`config.mk`:
```
export PLATFORM = sky130hd
export DESIGN_NAME = icy_metadata_title_extractor
export DESIGN_NICKNAME = d
export VERILOG_FILES = /design/src/hdl/icymte_pkg.sv /design/src/hdl/icymte_front.sv /design/src/hdl/icymte_queue.sv /design/src/hdl/icymte_back.sv /design/src/hdl/icy_metadata_title_extractor.sv
export SDC_FILE = /design/constraint.sdc
export NUM_CORES = 2
export LEC_CHECK = 0
export ABC_AREA = 0
export BUFFER_PORTS_ARGS = -buffer_cell sky130_fd_sc_hd__buf_2
export CAP_MARGIN = 30
export CORE_ASPECT_RATIO = 1.2
export CORE_MARGIN = 1
export CORE_UTILIZATION = 61
export CTS_CLUSTER_SIZE = 14
export DETAILED_ROUTE_END_ITERATION = 7
export MAX_ROUTING_LAYER = met4
export PLACE_DENSITY = 0.76
export SLEW_MARGIN = 5
export SYNTH_ARGS = -nofsm -noshare
export SYNTH_HDL_FRONTEND = slang
export SYNTH_SLANG_ARGS = --single-unit
```
`constraint.sdc`:
```
create_clock -name clk -period 6.6 [get_ports clk]
set_input_delay 1.32 -clock clk [delete_from_list [all_inputs] [get_ports clk]]
set_output_delay 1.32 -clock clk [all_outputs]
set_load 0.1 [all_outputs]
```
`src/hdl/icymte_pkg.sv`:
```
// Shared types, character constants and helper functions for the ICY title extractor.
// No dependencies; every other file but icymte_checker imports this package.
package icymte_pkg;

  localparam logic [15:0] BBM_RESET = 16'd8192;

  localparam logic [3:0] KEY_LEN = 4'd12;

  localparam logic [7:0] CH_QUOTE = 8'h27;
  localparam logic [7:0] CH_SEMI  = 8'h3B;
  localparam logic [7:0] CH_SPACE = 8'h20;
  localparam logic [7:0] CH_TAB   = 8'h09;
  localparam logic [7:0] CH_UP_A  = 8'h41;
  localparam logic [7:0] CH_UP_Z  = 8'h5A;
  localparam logic [7:0] CASE_OFS = 8'h20;

  typedef enum logic [1:0] {
    FP_AUDIO = 2'b01,
    FP_META  = 2'b10
  } frame_phase_t;

  typedef enum logic [3:0] {
    VP_SEARCH  = 4'b0001,
    VP_FIRST   = 4'b0010,
    VP_CAPTURE = 4'b0100,
    VP_DONE    = 4'b1000
  } value_phase_t;

  typedef enum logic [4:0] {
    BK_IDLE     = 5'b00001,
    BK_CMP_RD   = 5'b00010,
    BK_CMP_CHK  = 5'b00100,
    BK_EMIT_RD  = 5'b01000,
    BK_EMIT_WR  = 5'b10000
  } back_state_t;

  // Lower-case key text "streamtitle="
  function automatic logic [7:0] key_char(input logic [3:0] idx);
    logic [7:0] ch;
    unique case (idx)
      4'd0:    ch = 8'h73;
      4'd1:    ch = 8'h74;
      4'd2:    ch = 8'h72;
      4'd3:    ch = 8'h65;
      4'd4:    ch = 8'h61;
      4'd5:    ch = 8'h6D;
      4'd6:    ch = 8'h74;
      4'd7:    ch = 8'h69;
      4'd8:    ch = 8'h74;
      4'd9:    ch = 8'h6C;
      4'd10:   ch = 8'h65;
      4'd11:   ch = 8'h3D;
      default: ch = 8'h00;
    endcase
    return ch;
  endfunction

  function automatic logic [7:0] fold_case(input logic [7:0] c);
    logic [7:0] r;
    r = c;
    if (c >= CH_UP_A && c <= CH_UP_Z) begin
      r = c + CASE_OFS;
    end
    return r;
  endfunction

endpackage

```
`src/hdl/icymte_front.sv`:
```
// Front end: frame counter, key search and value capture into the title buffer.
// Depends on icymte_pkg; hands finished titles to icymte_queue.
module icymte_front import icymte_pkg::*; #(
  parameter int TITLE_MAX = 64
) (
  input  logic                         clk,
  input  logic                         rst,
  input  logic                         cfg_write,
  input  logic [15:0]                  cfg_data,
  input  logic                         in_valid,
  input  logic [7:0]                   in_byte,
  input  logic                         full,
  input  logic                         wr_slot,
  output logic                         buf_we,
  output logic [$clog2(TITLE_MAX):0]   buf_addr,
  output logic [7:0]                   buf_data,
  output logic                         push,
  output logic [$clog2(TITLE_MAX+1)-1:0] push_len,
  output logic                         push_ovf
);

  localparam int IDX_W = $clog2(TITLE_MAX);
  localparam int LEN_W = $clog2(TITLE_MAX + 1);
  localparam logic [LEN_W-1:0] LEN_MAX = LEN_W'(TITLE_MAX);

  logic [15:0]      bbm;
  frame_phase_t     phase, phase_next;
  logic [15:0]      audio_count, audio_count_next;
  logic [11:0]      meta_remaining, meta_remaining_next;
  logic [3:0]       key_idx, key_idx_next;
  value_phase_t     vphase, vphase_next;
  logic [LEN_W-1:0] new_len, new_len_next;
  logic [LEN_W-1:0] trimmed, trimmed_next;
  logic             ovf, ovf_next;

  logic             accept;
  logic             is_length;
  logic             capture;
  logic             blank;
  logic [7:0]       folded;
  logic [LEN_W-1:0] fin_len;

  assign accept = in_valid && !full;
  assign folded = fold_case(in_byte);
  assign blank  = (in_byte == CH_SPACE) || (in_byte == CH_TAB);

  always_comb begin
    phase_next          = phase;
    audio_count_next    = audio_count;
    meta_remaining_next = meta_remaining;
    key_idx_next        = key_idx;
    vphase_next         = vphase;
    new_len_next        = new_len;
    trimmed_next        = trimmed;
    ovf_next            = ovf;
    is_length           = (phase == FP_AUDIO) && (audio_count >= bbm);
    capture             = 1'b0;
    buf_we              = 1'b0;
    push                = 1'b0;
    fin_len             = '0;

    if (accept) begin
      unique case (phase)
        FP_AUDIO: begin
          if (is_length) begin
            audio_count_next = '0;
            if (in_byte != 8'd0) begin
              phase_next          = FP_META;
              meta_remaining_next = {in_byte, 4'b0000};
              key_idx_next        = '0;
              vphase_next         = VP_SEARCH;
              new_len_next        = '0;
              trimmed_next        = '0;
              ovf_next            = 1'b0;
            end
          end else begin
            audio_count_next = audio_count + 16'd1;
          end
        end
        FP_META: begin
          unique case (vphase)
            VP_SEARCH: begin
              if (folded == key_char(key_idx)) begin
                key_idx_next = key_idx + 4'd1;
                if (key_idx + 4'd1 == KEY_LEN) begin
                  vphase_next = VP_FIRST;
                end
              end else begin
                key_idx_next = (folded == key_char(4'd0)) ? 4'd1 : 4'd0;
              end
            end
            VP_FIRST: begin
              // drop one leading quote
              if (in_byte == CH_SEMI) begin
                vphase_next = VP_DONE;
              end else begin
                capture     = (in_byte != CH_QUOTE);
                vphase_next = VP_CAPTURE;
              end
            end
            VP_CAPTURE: begin
              if (in_byte == CH_QUOTE || in_byte == CH_SEMI) begin
                vphase_next = VP_DONE;
              end else begin
                capture = 1'b1;
              end
            end
            VP_DONE: begin
            end
            default: begin
            end
          endcase

          if (capture) begin
            if (new_len < LEN_MAX) begin
              // leading blanks are dropped, inner blanks kept but not counted as trimmed
              if (!blank || new_len != '0) begin
                buf_we       = 1'b1;
                new_len_next = new_len + LEN_W'(1);
                if (!blank) begin
                  trimmed_next = new_len + LEN_W'(1);
                end
              end
            end else if (!blank) begin
              ovf_next = 1'b1;
            end
          end

          meta_remaining_next = meta_remaining - 12'd1;
          if (meta_remaining == 12'd1) begin
            fin_len          = ovf_next ? LEN_MAX : trimmed_next;
            push             = (fin_len != '0);
            phase_next       = FP_AUDIO;
            audio_count_next = '0;
          end
        end
        default: begin
        end
      endcase
    end
  end

  assign buf_addr = {wr_slot, new_len[IDX_W-1:0]};
  assign buf_data = in_byte;
  assign push_len = fin_len;
  assign push_ovf = ovf_next;

  always_ff @(posedge clk) begin
    if (rst) begin
      bbm            <= BBM_RESET;
      phase          <= FP_AUDIO;
      audio_count    <= '0;
      meta_remaining <= '0;
      key_idx        <= '0;
      vphase         <= VP_SEARCH;
      new_len        <= '0;
      trimmed        <= '0;
      ovf            <= 1'b0;
    end else begin
      if (cfg_write) begin
        bbm <= cfg_data;
      end
      phase          <= phase_next;
      audio_count    <= audio_count_next;
      meta_remaining <= meta_remaining_next;
      key_idx        <= key_idx_next;
      vphase         <= vphase_next;
      new_len        <= new_len_next;
      trimmed        <= trimmed_next;
      ovf            <= ovf_next;
    end
  end

endmodule

```
`src/hdl/icymte_queue.sv`:
```
// Two-entry queue of finished title descriptors, one per title buffer slot.
// Depends on icymte_pkg; sits between icymte_front and icymte_back.
module icymte_queue import icymte_pkg::*; #(
  parameter int TITLE_MAX = 64
) (
  input  logic                           clk,
  input  logic                           rst,
  input  logic                           push,
  input  logic [$clog2(TITLE_MAX+1)-1:0] push_len,
  input  logic                           push_ovf,
  input  logic                           pop,
  output logic                           full,
  output logic                           wr_slot,
  output logic                           head_valid,
  output logic                           head_slot,
  output logic [$clog2(TITLE_MAX+1)-1:0] head_len,
  output logic                           head_ovf
);

  localparam int LEN_W = $clog2(TITLE_MAX + 1);

  logic [1:0]       busy, busy_next;
  logic [LEN_W-1:0] len_q [2];
  logic [1:0]       ovf_q;
  logic             wr_ptr;
  logic             rd_ptr;

  assign full       = busy[wr_ptr];
  assign wr_slot    = wr_ptr;
  assign head_valid = busy[rd_ptr];
  assign head_slot  = rd_ptr;
  assign head_len   = len_q[rd_ptr];
  assign head_ovf   = ovf_q[rd_ptr];

  // push and pop always touch different slots
  always_comb begin
    busy_next = busy;
    if (push) begin
      busy_next[wr_ptr] = 1'b1;
    end
    if (pop) begin
      busy_next[rd_ptr] = 1'b0;
    end
  end

  always_ff @(posedge clk) begin
    if (rst) begin
      busy   <= '0;
      wr_ptr <= 1'b0;
      rd_ptr <= 1'b0;
    end else begin
      busy <= busy_next;
      if (push) begin
        wr_ptr <= ~wr_ptr;
      end
      if (pop) begin
        rd_ptr <= ~rd_ptr;
      end
    end
  end

  always_ff @(posedge clk) begin
    if (push) begin
      len_q[wr_ptr] <= push_len;
      ovf_q[wr_ptr] <= push_ovf;
    end
  end

endmodule

```
`src/hdl/icymte_back.sv`:
```
// Back end: title buffer memory, previous-title memory, compare and byte emission.
// Depends on icymte_pkg; reads descriptors from icymte_queue.
module icymte_back import icymte_pkg::*; #(
  parameter int TITLE_MAX = 64
) (
  input  logic                           clk,
  input  logic                           rst,
  input  logic                           buf_we,
  input  logic [$clog2(TITLE_MAX):0]     buf_addr,
  input  logic [7:0]                     buf_data,
  input  logic                           head_valid,
  input  logic                           head_slot,
  input  logic [$clog2(TITLE_MAX+1)-1:0] head_len,
  input  logic                           head_ovf,
  output logic                           pop,
  output logic                           out_valid,
  input  logic                           out_stall,
  output logic [7:0]                     out_byte,
  output logic                           out_last,
  output logic                           out_trunc
);

  localparam int IDX_W = $clog2(TITLE_MAX);
  localparam int LEN_W = $clog2(TITLE_MAX + 1);

  logic [7:0] new_mem  [2**(IDX_W+1)];
  logic [7:0] prev_mem [TITLE_MAX];
  logic [7:0] new_q;
  logic [7:0] prev_q;

  back_state_t      state, state_next;
  logic [IDX_W-1:0] idx, idx_next;
  logic [LEN_W-1:0] prev_len, prev_len_next;
  logic             out_free;
  logic             is_end;
  logic             load;

  assign out_free = !out_valid || !out_stall;
  assign is_end   = (LEN_W'(idx) + LEN_W'(1)) == head_len;

  always_ff @(posedge clk) begin
    if (buf_we) begin
      new_mem[buf_addr] <= buf_data;
    end
    new_q  <= new_mem[{head_slot, idx}];
    prev_q <= prev_mem[idx];
    if (load) begin
      prev_mem[idx] <= new_q;
    end
  end

  always_comb begin
    state_next    = state;
    idx_next      = idx;
    prev_len_next = prev_len;
    pop           = 1'b0;
    load          = 1'b0;
    unique case (state)
      BK_IDLE: begin
        if (head_valid) begin
          idx_next   = '0;
          // a length change already means a new title
          state_next = (head_len == prev_len) ? BK_CMP_RD : BK_EMIT_RD;
        end
      end
      BK_CMP_RD: begin
        state_next = BK_CMP_CHK;
      end
      BK_CMP_CHK: begin
        if (new_q != prev_q) begin
          idx_next   = '0;
          state_next = BK_EMIT_RD;
        end else if (is_end) begin
          pop        = 1'b1;
          state_next = BK_IDLE;
        end else begin
          idx_next   = idx + IDX_W'(1);
          state_next = BK_CMP_RD;
        end
      end
      BK_EMIT_RD: begin
        state_next = BK_EMIT_WR;
      end
      BK_EMIT_WR: begin
        if (out_free) begin
          load = 1'b1;
          if (is_end) begin
            pop           = 1'b1;
            prev_len_next = head_len;
            state_next    = BK_IDLE;
          end else begin
            idx_next   = idx + IDX_W'(1);
            state_next = BK_EMIT_RD;
          end
        end
      end
      default: begin
        state_next = BK_IDLE;
      end
    endcase
  end

  always_ff @(posedge clk) begin
    if (rst) begin
      state     <= BK_IDLE;
      idx       <= '0;
      prev_len  <= '0;
      out_valid <= 1'b0;
    end else begin
      state    <= state_next;
      idx      <= idx_next;
      prev_len <= prev_len_next;
      if (load) begin
        out_valid <= 1'b1;
      end else if (!out_stall) begin
        out_valid <= 1'b0;
      end
    end
  end

  always_ff @(posedge clk) begin
    if (load) begin
      out_byte  <= new_q;
      out_last  <= is_end;
      out_trunc <= head_ovf;
    end
  end

endmodule

```
`src/hdl/icy_metadata_title_extractor.sv`:
```
// ICY stream title extractor: data_byte takes one stream body byte per cycle while
// data_stall is low. The front end parses frames and captures a title into one of two
// title buffers; data_stall rises only while both buffers hold titles that the back end
// has not yet finished, so input runs at one byte per cycle except right after two
// metadata blocks that close in quick succession. The back end compares a title with the
// previous one byte by byte (read, then check), then emits changed titles byte by byte
// (one memory read, one output load), TITLE_MAX bytes at most. Depends on icymte_pkg.
module icy_metadata_title_extractor import icymte_pkg::*; #(
  parameter int TITLE_MAX = 64
) (
  input  logic        clk,
  input  logic        rst,
  input  logic        cfg_write,
  input  logic [15:0] cfg_data,
  input  logic        data_valid,
  output logic        data_stall,
  input  logic [7:0]  data_byte,
  output logic        title_valid,
  input  logic        title_stall,
  output logic [7:0]  title_byte,
  output logic        title_last,
  output logic        title_truncated
);

  localparam int IDX_W = $clog2(TITLE_MAX);
  localparam int LEN_W = $clog2(TITLE_MAX + 1);

  logic             full;
  logic             wr_slot;
  logic             buf_we;
  logic [IDX_W:0]   buf_addr;
  logic [7:0]       buf_data;
  logic             push;
  logic [LEN_W-1:0] push_len;
  logic             push_ovf;
  logic             pop;
  logic             head_valid;
  logic             head_slot;
  logic [LEN_W-1:0] head_len;
  logic             head_ovf;

  assign data_stall = full;

  icymte_front #(.TITLE_MAX(TITLE_MAX)) u_front (
    .clk      (clk),
    .rst      (rst),
    .cfg_write(cfg_write),
    .cfg_data (cfg_data),
    .in_valid (data_valid),
    .in_byte  (data_byte),
    .full     (full),
    .wr_slot  (wr_slot),
    .buf_we   (buf_we),
    .buf_addr (buf_addr),
    .buf_data (buf_data),
    .push     (push),
    .push_len (push_len),
    .push_ovf (push_ovf)
  );

  icymte_queue #(.TITLE_MAX(TITLE_MAX)) u_queue (
    .clk       (clk),
    .rst       (rst),
    .push      (push),
    .push_len  (push_len),
    .push_ovf  (push_ovf),
    .pop       (pop),
    .full      (full),
    .wr_slot   (wr_slot),
    .head_valid(head_valid),
    .head_slot (head_slot),
    .head_len  (head_len),
    .head_ovf  (head_ovf)
  );

  icymte_back #(.TITLE_MAX(TITLE_MAX)) u_back (
    .clk       (clk),
    .rst       (rst),
    .buf_we    (buf_we),
    .buf_addr  (buf_addr),
    .buf_data  (buf_data),
    .head_valid(head_valid),
    .head_slot (head_slot),
    .head_len  (head_len),
    .head_ovf  (head_ovf),
    .pop       (pop),
    .out_valid (title_valid),
    .out_stall (title_stall),
    .out_byte  (title_byte),
    .out_last  (title_last),
    .out_trunc (title_truncated)
  );

endmodule

```
==> impl_metrics.toml <==
[sta]
fin_ws_ns = 2.23
skew_ns = 0.0381
fin_tns_setup_ns = 0
fin_crit_ns = 4.37
worst_pin_slew_ns = 1.07
hold-worst-slack_ns = 0.464
max_freq_ghz = 0.229
final_max_slew_viol_count = 0
max-slew-margin-rel = 0.279
rsz0062_at_grt = "false"
hold_violations = 0
period_share = 0.663
setup_viol = 0

[place]
portBuffers = 40
pre_cts_ws_ns = 1.52
hpwl_mm = 102
place.gp.congestion = 0.959
placed_cell_area_um2 = 65600

[clock_tree]
cts-buffers-inserted = 157
cts-resized-gates = 0
cts_setup_buffers = 0
clockBufferDepth = 3
clk_latency_ns = 0.80
clock-sinks = 1678
clk_pin_slew_ns = 0.06
cts_hold_buf = 0
htreeDepth = 4
root_buffer = "clkbuf_16"
cts_tree = "built"

[min_path]
whs_path_depth = 2
min_to = "u_front.trimmed[4]$_SDFFE_PP0P_"
min_from = "u_front.trimmed[4]$_SDFFE_PP0P_"
hp-class = "register to register"

[synth]
synth_seq_cells = 1678
synth_cell_types = 86
yosysTopAreaCellShare = 0.735
syn-num-nets = 4021
synth_area_um2 = 63800
synth_edf_count = 1562
synth_area_leaders = "edfxtp_1 74%, a22oi_1 5.9%, dfxtp_1 3.6%, nor2_1 2.0%, a221oi_1 1.7%"
ys_warn_count = 0
synthArstFlopShare = 0
ys.flop_type = "edfxtp_1"
avgSynthCellArea_um2 = 16.1
synth_top_area_cell = "edfxtp_1"
synth_cells = 3964
seq_area_frac_synth = 0.772

[pwr]
p_per_area_nw_per_um2 = 298
irDropWorstVdd_mv = 0.281
leakage_nw = 21.7

[global_routing]
grt_usage = 0.338
grt_max_degree = 125
grt_pass1_vias = 37824
grt_overflow_total = 0
grt_pass1_wl_mm = 253
antenna_found_initial = 0

[critical_path]
critPathArrivalTime_ns = 4.77
worst_setup_path_start_kind = "input pin"
rrSetupSlack_ns = 2.25
worstPathRequired_ns = 6.99
r2r-start = "u_back.idx[1]$_SDFFE_PP0P_"
r2r_end = "u_back.new_q[7]$_DFF_P_"
crit_type = "input pin to register"
reg2reg_depth = 9
crit_path_end_kind = "register"
crit_path_max_fanout = 62

[finish]
fin_util = 0.684
fillers = 6546
finalInstanceArea_um2 = 70700
num-nets-final = 4071
final_common_cell = "edfxtp_1"
antenna_cells = 0
drive_above_1_share = 0.0998
area_delta_synth_final_pct = 10.8
layout_common_cells = "1,562 x edfxtp_1, 501 x a22oi_1, 333 x nor2_1"

[floorplanning]
die_x_um = 297
initial_core_util = 0.618
die_area_um2 = 106000
fp.dieH_um = 356
io_pins = 41
core_area_um2 = 103000
rows = 129

[detailed_routing]
routed_via_density = 7.09
remaining_drc_errors = 0
wl_per_cell_um = 31.5
ant_nets = 0
drt_pass1_iterations = 6
drt_iter0_markers = 6034
routed_wl_mm = 174
vias = 39108

[run]
maxCapViolations = 0

[status]
outcome = "finished clean"
## synthesized netlist by cell type, types with 4 or more instances
cell type  number
or3b_2          4
a41o_1          4
a221oi_1      125
buf_2         115
ha_1           28
nand3_1        61
buf_1          35
and3_1         18
nand2b_1       15
or4_1           8
a22oi_1       501
mux2_2          6
o21ai_0        49
nor3_1         36
xnor2_1        23
o21a_1          7
clkbuf_1       91
or2_2           6
a211oi_1       13
nor4b_1         4
nand2_1       104
a21oi_1        87
nor4_1         26
or3_1           7
nand4_1        83
dfxtp_1       116
mux2i_1        57
nand3b_1       12
nor2_1        334
a31oi_1       107
a2111oi_0       7
edfxtp_1     1562
xor2_1         23
o22ai_1         5
o41ai_1         6
a22o_1        125
nor2b_1         8
inv_1          43
o221ai_1        5
a21o_1          9
o211ai_1       15
## worst max-delay path by stage
| stage | start | end | slack [ns] | cells after the start |
|---|---|---|---|---|
| 2_1_floorplan | data_byte[3] | register | 2.71 | 11 |
| 3_3_place_gp | data_byte[4] | u_back.new_mem[5][4]$_DFFE_PP_ | 1.42 | 9 |
| 3_5_place_dp | data_byte[4] | u_back.new_mem[0][1]$_DFFE_PP_ | 1.52 | 8 |
| 4_1_cts | data_byte[4] | u_back.new_mem[0][1]$_DFFE_PP_ | 2.32 | 8 |
| 5_1_grt | data_byte[4] | u_back.new_mem[2][0]$_DFFE_PP_ | 2.14 | 9 |
| 6_report | data_byte[4] | u_back.new_mem[2][4]$_DFFE_PP_ | 2.23 | 9 |
## report_power, final
group	switching [mW]	internal [mW]	leakage (nW)
registers	0.0353	11.6	15.0
clock network	3.91	5.04	2.48
logic	0.369	0.136	4.23
## per-stage QoR
stage               instances  total power [mW]
floorplan                3964              12.1
global placement         5221              12.3
detailed placement       5225              12.3
CTS                      5510              21.1
global route             5515              21.5
finish                   5515              21.1
## area by class of cell
type	instances	area, um^2	share of cell area
clock buffers	204	4290	0.0607
multi-input cells	1996	13400	0.189
well taps	1375	1720	0.0243
flip-flops and latches	1678	49200	0.697
clock inverters	81	766	0.0108
repair buffers	134	1080	0.0153
inverters	47	176	0.00250
## worst max-delay path, stage by stage
cell      delay (ns)
buf_4           0.58
or3b_2          0.26
a211oi_1        0.12
or3_1           0.37
a41oi_1         0.33
and3_1          0.32
nand2_1         0.45
buf_4           0.41
nor2_1          0.58
## state kept, by name (all words and copies together) (netlist names), 12 cells and up, named ones only
register / cells
u_back.new_mem: 1024
u_back.prev_mem: 512
u_front.audio_count: 16
u_front.bbm: 16
u_queue.len_q: 14
u_front.meta_remaining: 12
## cells by family after synthesis
family | synth area share
buf+inv | 0.0195
xor+xnor | 0.00632
fa+ha+maj | 0.00549
compound gates | 0.131
flops | 0.772
simple gates | 0.0558
mux | 0.0107
## layer usage
layer | global-route usage | routed length, um | vias up | part of all wire
met1 | 0.417 | 59900 | 19184 | 0.34
met3 | 0.0704 | 19700 | 572 | 0.11
li1 | - | - | 16262 | -
met2 | 0.529 | 83600 | 3090 | 0.48
met4 | 0.181 | 10500 | 0 | 0.060
met5 | - | 0 | - | 0
Power figures use the tool's default switching activity.
